`config.mk`:
```
export PLATFORM = sky130hd
export DESIGN_NAME = lcg48_random_generator
export DESIGN_NICKNAME = d
export VERILOG_FILES = /design/src/rtl/lcg48_pkg.sv /design/src/rtl/lcg48_front.sv /design/src/rtl/lcg48_back.sv /design/src/rtl/lcg48_random_generator.sv
export SDC_FILE = /design/constraint.sdc
export NUM_CORES = 2
export LEC_CHECK = 0
export BUFFER_PORTS_ARGS = -buffer_cell sky130_fd_sc_hd__buf_2
export CORE_MARGIN = 1.5
export CORE_UTILIZATION = 60
export CTS_CLUSTER_DIAMETER = 40
export DETAILED_ROUTE_END_ITERATION = 7
export MAX_ROUTING_LAYER = met4
export PLACE_DENSITY = 0.8
export SYNTH_ARGS = -nofsm -noshare
export SYNTH_HDL_FRONTEND = slang
export SYNTH_SLANG_ARGS = --single-unit
```
`constraint.sdc`:
```
create_clock -name clk -period 9.8 [get_ports clk]
set_input_delay 1.47 -clock clk [delete_from_list [all_inputs] [get_ports clk]]
set_output_delay 1.47 -clock clk [all_outputs]
set_load 0.005 [all_outputs]
```
`src/rtl/lcg48_pkg.sv`:
```
// ----------------------------------------------------------------------------
// lcg48_pkg
// Shared types and constants of the 48-bit linear congruential generator.
// ----------------------------------------------------------------------------
package lcg48_pkg;

    localparam int STATE_W = 48;
    localparam int WORD_W  = 32;
    localparam int BOUND_W = 31;
    localparam int MULT_W  = 35;
    localparam int LIMB_W  = 16;
    localparam int PROD_W  = WORD_W + BOUND_W;

    localparam logic [MULT_W-1:0]  LCG_MULT   = 35'h5_DEEC_E66D;
    localparam logic [STATE_W-1:0] LCG_ADD    = 48'd11;
    localparam logic [STATE_W-1:0] SEED_RESET = 48'd1;
    localparam int RAW_LSB  = 16;
    localparam int BOOL_BIT = 30;

    localparam logic [1:0] LIMB_FIRST = 2'd0;
    localparam logic [1:0] LIMB_MID   = 2'd1;
    localparam logic [1:0] LIMB_LAST  = 2'd2;

    localparam int QUEUE_DEPTH = 2;
    localparam int QPTR_W      = (QUEUE_DEPTH > 1) ? $clog2(QUEUE_DEPTH) : 1;
    localparam int QCNT_W      = $clog2(QUEUE_DEPTH + 1);

    typedef enum logic [1:0] {
        OP_RAW     = 2'd0,
        OP_BOUNDED = 2'd1,
        OP_RANGED  = 2'd2,
        OP_BOOL    = 2'd3
    } op_t;

    // classified request travelling from front to back
    typedef struct packed {
        op_t                opcode;
        logic               bad;
        logic [BOUND_W-1:0] bound;
        logic [WORD_W-1:0]  offset;
    } job_t;

    typedef enum logic [1:0] {
        BK_IDLE,
        BK_MUL,
        BK_SCALE,
        BK_DONE
    } back_state_t;

endpackage

```
`src/rtl/lcg48_front.sv`:
```
// ----------------------------------------------------------------------------
// lcg48_front
// Accepts requests, checks the bound or range width, and queues the job.
// ----------------------------------------------------------------------------
module lcg48_front
    import lcg48_pkg::*;
(
    input  logic               clk,
    input  logic               rst_n,
    input  logic               push,
    output logic               full,
    input  logic [1:0]         opcode,
    input  logic signed [31:0] low_bound,
    input  logic signed [31:0] high_bound,
    output logic               job_valid,
    input  logic               job_take,
    output job_t               job
);

    job_t               job_q [QUEUE_DEPTH];
    logic [QPTR_W-1:0]  wr_ptr_reg, wr_ptr_next;
    logic [QPTR_W-1:0]  rd_ptr_reg, rd_ptr_next;
    logic [QCNT_W-1:0]  count_reg, count_next;
    logic               accept;
    logic               take;
    logic signed [32:0] range_width;
    job_t               new_job;

    // exact range width, no wrap
    assign range_width = 33'(high_bound) - 33'(low_bound);

    always_comb
    begin
        new_job.opcode = op_t'(opcode);
        new_job.bad    = 1'b0;
        new_job.bound  = high_bound[BOUND_W-1:0];
        new_job.offset = '0;
        case (op_t'(opcode))
            OP_BOUNDED:
            begin
                new_job.bad = high_bound[31] || (high_bound == 32'sd0);
            end
            OP_RANGED:
            begin
                new_job.bound  = range_width[BOUND_W-1:0];
                new_job.offset = low_bound;
                new_job.bad    = range_width[32] || range_width[31]
                                 || (range_width == 33'sd0);
            end
            default:
            begin
                new_job.bad = 1'b0;
            end
        endcase
    end

    assign full      = (count_reg == QCNT_W'(QUEUE_DEPTH));
    assign job_valid = (count_reg != '0);
    assign job       = job_q[rd_ptr_reg];
    assign accept    = push && !full;
    assign take      = job_take && job_valid;

    always_comb
    begin
        wr_ptr_next = wr_ptr_reg;
        rd_ptr_next = rd_ptr_reg;
        count_next  = count_reg;
        if (accept)
        begin
            wr_ptr_next = (wr_ptr_reg == QPTR_W'(QUEUE_DEPTH - 1)) ? '0
                                                                   : wr_ptr_reg + 1'b1;
        end
        if (take)
        begin
            rd_ptr_next = (rd_ptr_reg == QPTR_W'(QUEUE_DEPTH - 1)) ? '0
                                                                   : rd_ptr_reg + 1'b1;
        end
        if (accept && !take)
        begin
            count_next = count_reg + 1'b1;
        end
        else if (take && !accept)
        begin
            count_next = count_reg - 1'b1;
        end
    end

    always_ff @(posedge clk or negedge rst_n)
    begin
        if (!rst_n)
        begin
            wr_ptr_reg <= '0;
            rd_ptr_reg <= '0;
            count_reg  <= '0;
        end
        else
        begin
            wr_ptr_reg <= wr_ptr_next;
            rd_ptr_reg <= rd_ptr_next;
            count_reg  <= count_next;
        end
    end

    always_ff @(posedge clk)
    begin
        if (accept)
        begin
            job_q[wr_ptr_reg] <= new_job;
        end
    end

endmodule

```
`src/rtl/lcg48_back.sv`:
```
// ----------------------------------------------------------------------------
// lcg48_back
// Advances the generator state limb by limb, scales the raw word and holds
// the result item until it is popped.
// ----------------------------------------------------------------------------
module lcg48_back
    import lcg48_pkg::*;
(
    input  logic                clk,
    input  logic                rst_n,
    input  logic                seed_write,
    input  logic [STATE_W-1:0]  seed_value,
    input  logic                job_valid,
    output logic                job_take,
    input  job_t                job,
    output logic                empty,
    input  logic                pop,
    output logic signed [31:0]  random_value,
    output logic                bad_bound
);

    back_state_t           state_reg, state_next;
    logic [STATE_W-1:0]    gen_reg, gen_next;
    logic [STATE_W-1:0]    acc_reg, acc_next;
    logic [1:0]            limb_reg, limb_next;
    job_t                  job_reg;
    logic [PROD_W-1:0]     prod_reg;
    logic                  out_valid_reg, out_valid_next;
    logic [WORD_W-1:0]     value_reg;
    logic                  bad_reg;

    logic [LIMB_W-1:0]     limb;
    logic [LIMB_W+MULT_W-1:0] pp;
    logic [STATE_W-1:0]    pp_shifted;
    logic [STATE_W-1:0]    acc_sum;
    logic [WORD_W-1:0]     raw;
    logic                  slot_free;
    logic                  job_load;
    logic                  out_load;
    logic [WORD_W-1:0]     value_next;

    assign raw       = gen_reg[RAW_LSB +: WORD_W];
    assign slot_free = !out_valid_reg || pop;

    // one 16-bit limb of the state times the multiplier per cycle
    always_comb
    begin
        case (limb_reg)
            LIMB_FIRST: limb = gen_reg[LIMB_W-1:0];
            LIMB_MID:   limb = gen_reg[2*LIMB_W-1:LIMB_W];
            default:    limb = gen_reg[3*LIMB_W-1:2*LIMB_W];
        endcase
        pp = (LIMB_W+MULT_W)'(limb) * (LIMB_W+MULT_W)'(LCG_MULT);
        case (limb_reg)
            LIMB_FIRST: pp_shifted = pp[STATE_W-1:0];
            LIMB_MID:   pp_shifted = {pp[STATE_W-LIMB_W-1:0], {LIMB_W{1'b0}}};
            default:    pp_shifted = {pp[STATE_W-2*LIMB_W-1:0], {2*LIMB_W{1'b0}}};
        endcase
        acc_sum = acc_reg + pp_shifted;
    end

    always_comb
    begin
        case (job_reg.opcode)
            OP_RAW:  value_next = raw;
            OP_BOOL: value_next = {{(WORD_W-1){1'b0}}, raw[BOOL_BIT]};
            default: value_next = job_reg.bad ? '0
                                  : job_reg.offset + {1'b0, prod_reg[PROD_W-1:WORD_W]};
        endcase
    end

    // next state
    always_comb
    begin
        state_next = state_reg;
        case (state_reg)
            BK_IDLE:
            begin
                if (job_valid)
                begin
                    state_next = BK_MUL;
                end
            end
            BK_MUL:
            begin
                if (limb_reg == LIMB_LAST)
                begin
                    state_next = BK_SCALE;
                end
            end
            BK_SCALE:
            begin
                state_next = BK_DONE;
            end
            BK_DONE:
            begin
                if (slot_free)
                begin
                    state_next = BK_IDLE;
                end
            end
            default:
            begin
                state_next = BK_IDLE;
            end
        endcase
    end

    // outputs and datapath control
    always_comb
    begin
        job_take  = 1'b0;
        job_load  = 1'b0;
        out_load  = 1'b0;
        gen_next  = gen_reg;
        acc_next  = acc_reg;
        limb_next = limb_reg;
        case (state_reg)
            BK_IDLE:
            begin
                job_take  = job_valid;
                job_load  = job_valid;
                acc_next  = '0;
                limb_next = LIMB_FIRST;
            end
            BK_MUL:
            begin
                acc_next  = acc_sum;
                limb_next = limb_reg + 1'b1;
                if (limb_reg == LIMB_LAST)
                begin
                    gen_next = acc_sum + LCG_ADD;
                end
            end
            BK_DONE:
            begin
                out_load = slot_free;
            end
            default:
            begin
                job_take = 1'b0;
            end
        endcase
        if (seed_write)
        begin
            gen_next = seed_value;
        end
        out_valid_next = (out_valid_reg && !pop) || out_load;
    end

    always_ff @(posedge clk or negedge rst_n)
    begin
        if (!rst_n)
        begin
            state_reg     <= BK_IDLE;
            gen_reg       <= SEED_RESET;
            limb_reg      <= LIMB_FIRST;
            out_valid_reg <= 1'b0;
        end
        else
        begin
            state_reg     <= state_next;
            gen_reg       <= gen_next;
            limb_reg      <= limb_next;
            out_valid_reg <= out_valid_next;
        end
    end

    always_ff @(posedge clk)
    begin
        acc_reg <= acc_next;
        if (job_load)
        begin
            job_reg <= job;
        end
        if (state_reg == BK_SCALE)
        begin
            prod_reg <= PROD_W'(raw) * PROD_W'(job_reg.bound);
        end
        if (out_load)
        begin
            value_reg <= value_next;
            bad_reg   <= job_reg.bad;
        end
    end

    assign empty        = !out_valid_reg;
    assign random_value = value_reg;
    assign bad_bound    = bad_reg;

endmodule

```
`src/rtl/lcg48_random_generator.sv`:
```
// ----------------------------------------------------------------------------
// lcg48_random_generator
// 48-bit linear congruential random number generator with queue interfaces.
// ----------------------------------------------------------------------------
// Each request advances the 48-bit state (x * 0x5DEECE66D + 11) and returns
// the raw word (state bits 47..16), a bounded value, a ranged value or a
// boolean; a bound or range width outside 1..2^31-1 gives 0 with bad_bound
// set, and the state still advances. Writing seed_value reloads the state
// (reset value 1); do so only while no request is in flight. On its way from
// its push to the output ports a request is taken from the queue by the back
// end, the state multiply is done one 16-bit limb per cycle over three limbs,
// the 32x31 scaling multiply follows and the result is registered. The back
// end handles one item at a time, so it takes no new request until the last
// result is registered, and it waits while an unpopped result holds the
// output. A two-item queue after the front end lets requests be pushed while
// a result waits.
// ----------------------------------------------------------------------------
module lcg48_random_generator
    import lcg48_pkg::*;
(
    input  logic                clk,
    input  logic                rst_n,
    input  logic                seed_write,
    input  logic [47:0]         seed_value,
    input  logic                push,
    output logic                full,
    input  logic [1:0]          opcode,
    input  logic signed [31:0]  low_bound,
    input  logic signed [31:0]  high_bound,
    output logic                empty,
    input  logic                pop,
    output logic signed [31:0]  random_value,
    output logic                bad_bound
);

    logic job_valid;
    logic job_take;
    job_t job;

    lcg48_front u_front (
        .clk        (clk),
        .rst_n      (rst_n),
        .push       (push),
        .full       (full),
        .opcode     (opcode),
        .low_bound  (low_bound),
        .high_bound (high_bound),
        .job_valid  (job_valid),
        .job_take   (job_take),
        .job        (job)
    );

    lcg48_back u_back (
        .clk          (clk),
        .rst_n        (rst_n),
        .seed_write   (seed_write),
        .seed_value   (seed_value),
        .job_valid    (job_valid),
        .job_take     (job_take),
        .job          (job),
        .empty        (empty),
        .pop          (pop),
        .random_value (random_value),
        .bad_bound    (bad_bound)
    );

endmodule

```
Word-level counts from Yosys, hierarchy flattened
Memory sizes are Yosys's and may differ from the RTL's. A register that Yosys moved wholly into a read port is not among the register bits.
Cells that the tools add are included.
{ "word_totals": {"reg_bits": 201, "memories": 1, "output_inout_bits": 35, "input_bits": 119, "word_cells": 85, "ramBits": 132} }
{ "memory_table": {"columns": ["name", "depth", "word_bits", "rd", "rd_ports_with_merged_regs", "wr", "line", "text"], "rows": [
  ["u_front.job_q", 2, 66, 1, 1, 1, "lcg48_front.sv:20", "job_t job_q [QUEUE_DEPTH];"]
]} }
{ "op_classes": {"reduce_logical": 27, "muxes": 23, "eq_ne": 12, "mul": 2, "add_sub_neg": 9} }
{ "ops": {"columns": ["op", "count"], "rows": [
  ["one-hot mux 48 bit (2 select lines)", 2],
  ["two-way mux 48 bit", 3],
  ["one-hot mux 32 bit (2 select lines)", 1],
  ["multiplier 32 x 31 -> 63 bit", 1],
  ["two-way mux 63 bit", 1],
  ["adder 48 x 4 -> 48 bit, second input constant", 1],
  ["adder 48 bit", 1],
  ["multiplier 16 x 35 -> 48 bit, second input constant", 1],
  ["zero test 33 bit", 1],
  ["subtractor 32 x 32 -> 33 bit", 1],
  ["adder 32 x 31 -> 32 bit", 1],
  ["zero test 32 bit", 1],
  ["two-way mux 32 bit", 1],
  ["one-hot mux 16 bit (2 select lines)", 1],
  ["== test 2 bit, second input constant", 6],
  ["two-way mux 2 bit", 5],
  ["nonzero test 2 bit", 5],
  ["one-hot mux 2 bit (4 select lines)", 1],
  ["== test 2 x 1 -> 1 bit, second input constant", 3],
  ["zero test 2 bit", 3],
  ["two-way mux 1 bit", 6],
  ["inequality test 2 x 1 -> 1 bit, second input constant", 3],
  ["logical AND 1 bit", 5],
  ["zero test 1 bit", 5],
  ["8 further kinds", 14]
]} }

Depth between registers and ports, before layout
{ "logic_depth": {"depth_word": 9, "ltp_mapped": 48} }

Cells and area by module
Synthesis repeated with hierarchy kept, for this count alone.
{ "hier_totals": {"hier_cells": 6635, "hier_area_um2": 62647.6} }
{ "modules_own_cells": {"columns": ["mod", "area_each_um2", "seq_area_each_um2", "cells_each", "n_inst"], "rows": [
  ["lcg48_back", 54911.4, 6672.6, 5975, 1],
  ["lcg48_front", 7736.2, 4063.9, 660, 1]
]} }

Worst setup path before layout
OpenSTA, ideal clock, no wires.
{ "synth_path": {"path_type": "flip-flop to flip-flop", "start": "register u_back.limb_reg[0]", "end": "register u_back.gen_reg[47]", "setup_slack_ps": -627, "t_required_ps": 9658, "n_path_buf": 4, "synth_period_minus_slack_ps": 10427, "arrival_ps": 10285, "path_stages_with_launch": 47, "cell_sequence": "dfrtp_1 > inv_1 > ha_1 > clkbuf_1 > clkinv_1 > nor2_1 > clkbuf_1 > a21oi_1 > a21oi_1 > nor2_1 > ha_1 > inv_1 > fa_1 > inv_1 > fa_1 > inv_1 > fa_1 > fa_1 > [... 11 more ...] > and3_1 > o21ai_0 > mux2i_1 > a221o_1 > ha_1 > buf_2 > o21ai_0 > and2_1 > o31ai_1 > nand2b_1 > o211a_1 > nand3_1 > or4_4 > buf_6 > nor3_2 > nand4_1 > xnor2_1 > o221ai_1"} }
{ "synth_via": {"elab_chain_cells": 9, "word_cells_on_any_way": 13, "classes_between": "2 x add/sub; 1 x mul; 2 x eq/ne; 5 x mux; 3 x reduce/logical"} }
{ "synth_lines": {"columns": ["element", "line", "text"], "rows": [
  ["from (decl)", "lcg48_back.sv:25", "logic [1:0] limb_reg, limb_next;"],
  ["from (signal assigned)", "lcg48_back.sv:164", "limb_reg <= limb_next;"],
  ["== test 2 x 1 -> 1 bit or zero test 2 bit (tied branches)", "lcg48_back.sv:48, lcg48_back.sv:54", null],
  ["one-hot mux 16 bit (2 select lines)", "lcg48_back.sv:48", "case (limb_reg)"],
  ["multiplier 16 x 35 -> 48 bit", "lcg48_back.sv:53", "pp = (LIMB_W+MULT_W)'(limb) * (LIMB_W+MULT_W)'(LCG_MULT);"],
  ["one-hot mux 48 bit (2 select lines)", "lcg48_back.sv:54", "case (limb_reg)"],
  ["adder 48 bit", "lcg48_back.sv:59", "acc_sum = acc_reg + pp_shifted;"],
  ["adder 48 x 4 -> 48 bit", "lcg48_back.sv:132", "gen_next = acc_sum + LCG_ADD;"],
  ["two-way mux 48 bit", "lcg48_back.sv:130", "if (limb_reg == LIMB_LAST)"],
  ["two-way mux 48 bit", "lcg48_back.sv:118", "case (state_reg)"],
  ["two-way mux 48 bit", "lcg48_back.sv:144", "if (seed_write)"],
  ["to (signal assigned)", "lcg48_back.sv:163", "gen_reg <= gen_next;"],
  ["to (decl)", "lcg48_back.sv:23", "logic [STATE_W-1:0] gen_reg, gen_next;"]
]} }
Several ways; a longest one is shown, not always the timed one. The select of a mux whose other input is x is not followed.
A chain may end at the register's enable or synchronous reset.

Worst setup path in the final report
{ "layout_path": {"start": "register u_back.limb_reg[0]", "end": "register u_back.gen_reg[38]"} }
The elaborated chain is that of the path after synthesis.

==> flow_summary.ini <==
[synthesis]
synth_top_area_frac = 0.355
synth_area_sq_um = 62100
netlist_top_cells_count = inv_1 (1345), fa_1 (1100), nand2_1 (1025), ha_1 (531), edfxtp_1 (310)
ys_async_sr_fraction = 0.155
syn_inst = 6584
yosys_most_used_dff = edfxtp_1
syn_nets = 8334
yosysMostFrequentCell = inv_1
synth_area_per_cell_sq_um = 9.43
synth-edff-count = 310
netlist-cell-type-count = 103
ys_warn_count = 0
synth_area_leader_cell = fa_1
yosysSeqAreaShare = 0.173
yosys-top-cells-area = fa_1 (35%), edfxtp_1 (15%), ha_1 (11%)
synth-seq-cells = 367

[outcome]
outcome = finished with violations
failed_checks = setup timing

[floorplan]
ioPinCount = 154
die_height_um = 325
start_util = 0.608
die_w_um = 325
dieArea_sq_um = 105000
core-area_sq_um = 102000
rows = 117

[setup_path]
worstSetupPathDepth = 41
slowest_stage = fa_2
worstReg2RegStart = u_back.limb_reg[0]
endpoint_kind = flip-flop
r2r_setup_slack_ns = -0.06
startpoint = u_back.limb_reg[0]
cp_max_fo = 6
crit_arrival_ns = 10.34
crit_type = reg2reg
reg2reg_depth = 41
cp_slowest_stage_delay_ns = 0.60
crit_top_cell = inv_2
cp.required_ns = 10.28
critical_path.top_delay_family = adder cells
start_kind = flip-flop
r2r_end = u_back.gen_reg[38]
cp-endpoint = u_back.gen_reg[38]
critical_path_buf_inv_count = 9

[sta]
slew_headroom = 0.164
fin_skew_ns = 0.0307
tightest_slew_ns = 1.25
setup_violations = 2
min_period_ns = 9.86
final_max_slew_viol_count = 0
hold_violations = 0
layout_setup_ws_ns = -0.0613
rsz0062_at_grt = true
max_freq_mhz = 101
period_share = 1.01

[cts]
root_buffer = clkbuf_16
tritoncts = done
cts.sinks = 367
ctsLongestPathBuffers = 3
cts_hold_repair.buffers = 0
cts_htree_levels = 2
cts_inserted_buffers = 40
clkTransAtPathRegs_ns = 0.06
clock_latency_ns = 0.58

[place]
detailed_place.area_sq_um = 67900
dpl.hpwl_um = 151000
gp_congestion = 1.03
port_buffers = 153

[drt]
wirelength_um = 192000
drt_first_pass_iters = 6
drc_errors = 0
vias = 50400
drt-vias-per-instance = 5.91
drt_iter0_markers = 4498
wl_per_cell_um = 22.6
antenna_left = 0

[global_routing]
grt_pass1_wl_um = 299000
antenna_found_initial = 10
grt.overflow.total = 0
grt.total_usage = 0.379
grt_max_degree = 96
grt_pass1_vias = 53400

[worst_hold_path]
hp-class = reg2reg
whs_path_depth = 1

[finish]
largest_reg_flops = 132
fin_nets = 8864
final_cell_area_sq_um = 71800
area_delta_synth_final_pct = 15.5
drive_above_1_share = 0.182
final_util = 0.702

[run]
maxCapViolations = 0
## routing by layer
| layer | GRT usage | vias to the layer above | wire length, um |
|---|---|---|---|
| li1 | - | 21700 | - |
| met1 | 0.480 | 25200 | 72100 |
| met2 | 0.586 | 2791 | 89100 |
| met3 | 0.0724 | 721 | 19500 |
| met4 | 0.188 | 0 | 11500 |
| met5 | - | - | 0 |
## what timing repair did
action | 4_1_cts | 5_1_grt
gates resized for setup | 120 | 319
pin swaps | 43 | 204
setup buffers | 14 | 49
endpoints found under the setup margin | 30 | 32
gates cloned | 1 | 2
## cell type report
cell class              count  area [sq um]
well taps                1368          1710
fillers                  7613         30400
repair buffers            799          5780
clock buffers              43          1020
diodes                      6          15.0
clock inverters            28           302
multi-input cells        4559         47100
flip-flops and latches    367         10700
inverters                1347          5070
## logic make-up (layout without fill, tap and decap cells)
group	Yosys count	in the layout	share of synthesized area
flip-flops	367	367	0.173
multiplexers	102	102	0.0182
adder cells (fa/ha/maj)	1631	1631	0.462
AND/OR/NAND/NOR	1824	1825	0.135
XOR/XNOR	204	204	0.0291
other	0	6	0
AO/OA/AOI/OAI	797	797	0.0828
buffers and inverters	1659	2217	0.101
## worst reg2reg max path, delay by kind of cell (launching register included)
family                   cells  cell delay (ns)
buffers and inverters        9             0.87
AND/OR/NAND/NOR              9             2.27
adder cells (fa/ha/maj)      9             3.91
flip-flops                   1             0.43
XOR/XNOR                     3             0.42
multiplexers                 1             0.09
AO/OA/AOI/OAI               10             1.77
## per-stage QoR
step | setup WS [ns] | std cells | setup TNS (ns) | hold WS (ns)
floorplan | 0.000630 | 6584 | 0 | 0.441
global placement | -0.377 | 8379 | -5.42 | 0.498
detailed placement | -0.554 | 8379 | -8.71 | 0.511
CTS | -0.00216 | 8465 | -0.00216 | 0.522
global route | -0.340 | 8517 | -3.98 | 0.541
finish | -0.0613 | 8517 | -0.0682 | 0.520
## cells in the final DEF (no fill, tap or decap), types with 16 or more instances in the layout
cell type  instances
nor3_1            35
a21o_1           104
a21oi_2           30
o211ai_1          22
o21ai_2           26
nor4_1            17
and3_1            29
o21ai_0          140
buf_4            612
nand3_1           37
o21ai_1           30
o21bai_1          21
a21oi_1          177
a22o_1            16
o21a_1            31
nor2_1           209
fa_1            1088
nand2_1         1010
inv_2             23
nor2b_1           32
nand4_1           47
inv_1           1320
ha_4              40
a31oi_1           16
ha_1             480
xnor2_2           18
nand2b_1          36
a211oi_1          19
and2_1           230
buf_2            154
xnor2_1          100
mux2_2            87
clkbuf_16         41
xor2_1            77
buf_6             28
dfrtp_1           55
edfxtp_1         310
## worst min path at each step
stage / end / startpoint / slack [ns]
4_1_cts: u_front.count_reg[1] / u_front.count_reg[1] / 0.52
6_report: u_front.count_reg[1] / u_front.count_reg[1] / 0.52
3_3_place_gp: u_front.count_reg[1] / u_front.count_reg[1] / 0.50
3_5_place_dp: u_front.count_reg[1] / u_front.count_reg[1] / 0.51
2_1_floorplan: u_back.bad_bound / u_back.job_reg[63] / 0.44
5_1_grt: u_front.count_reg[1] / u_front.count_reg[1] / 0.54
Power is left out: the tool's default activity adds up to more than one toggle a clock period on the data nets, which glitch-free logic cannot reach.
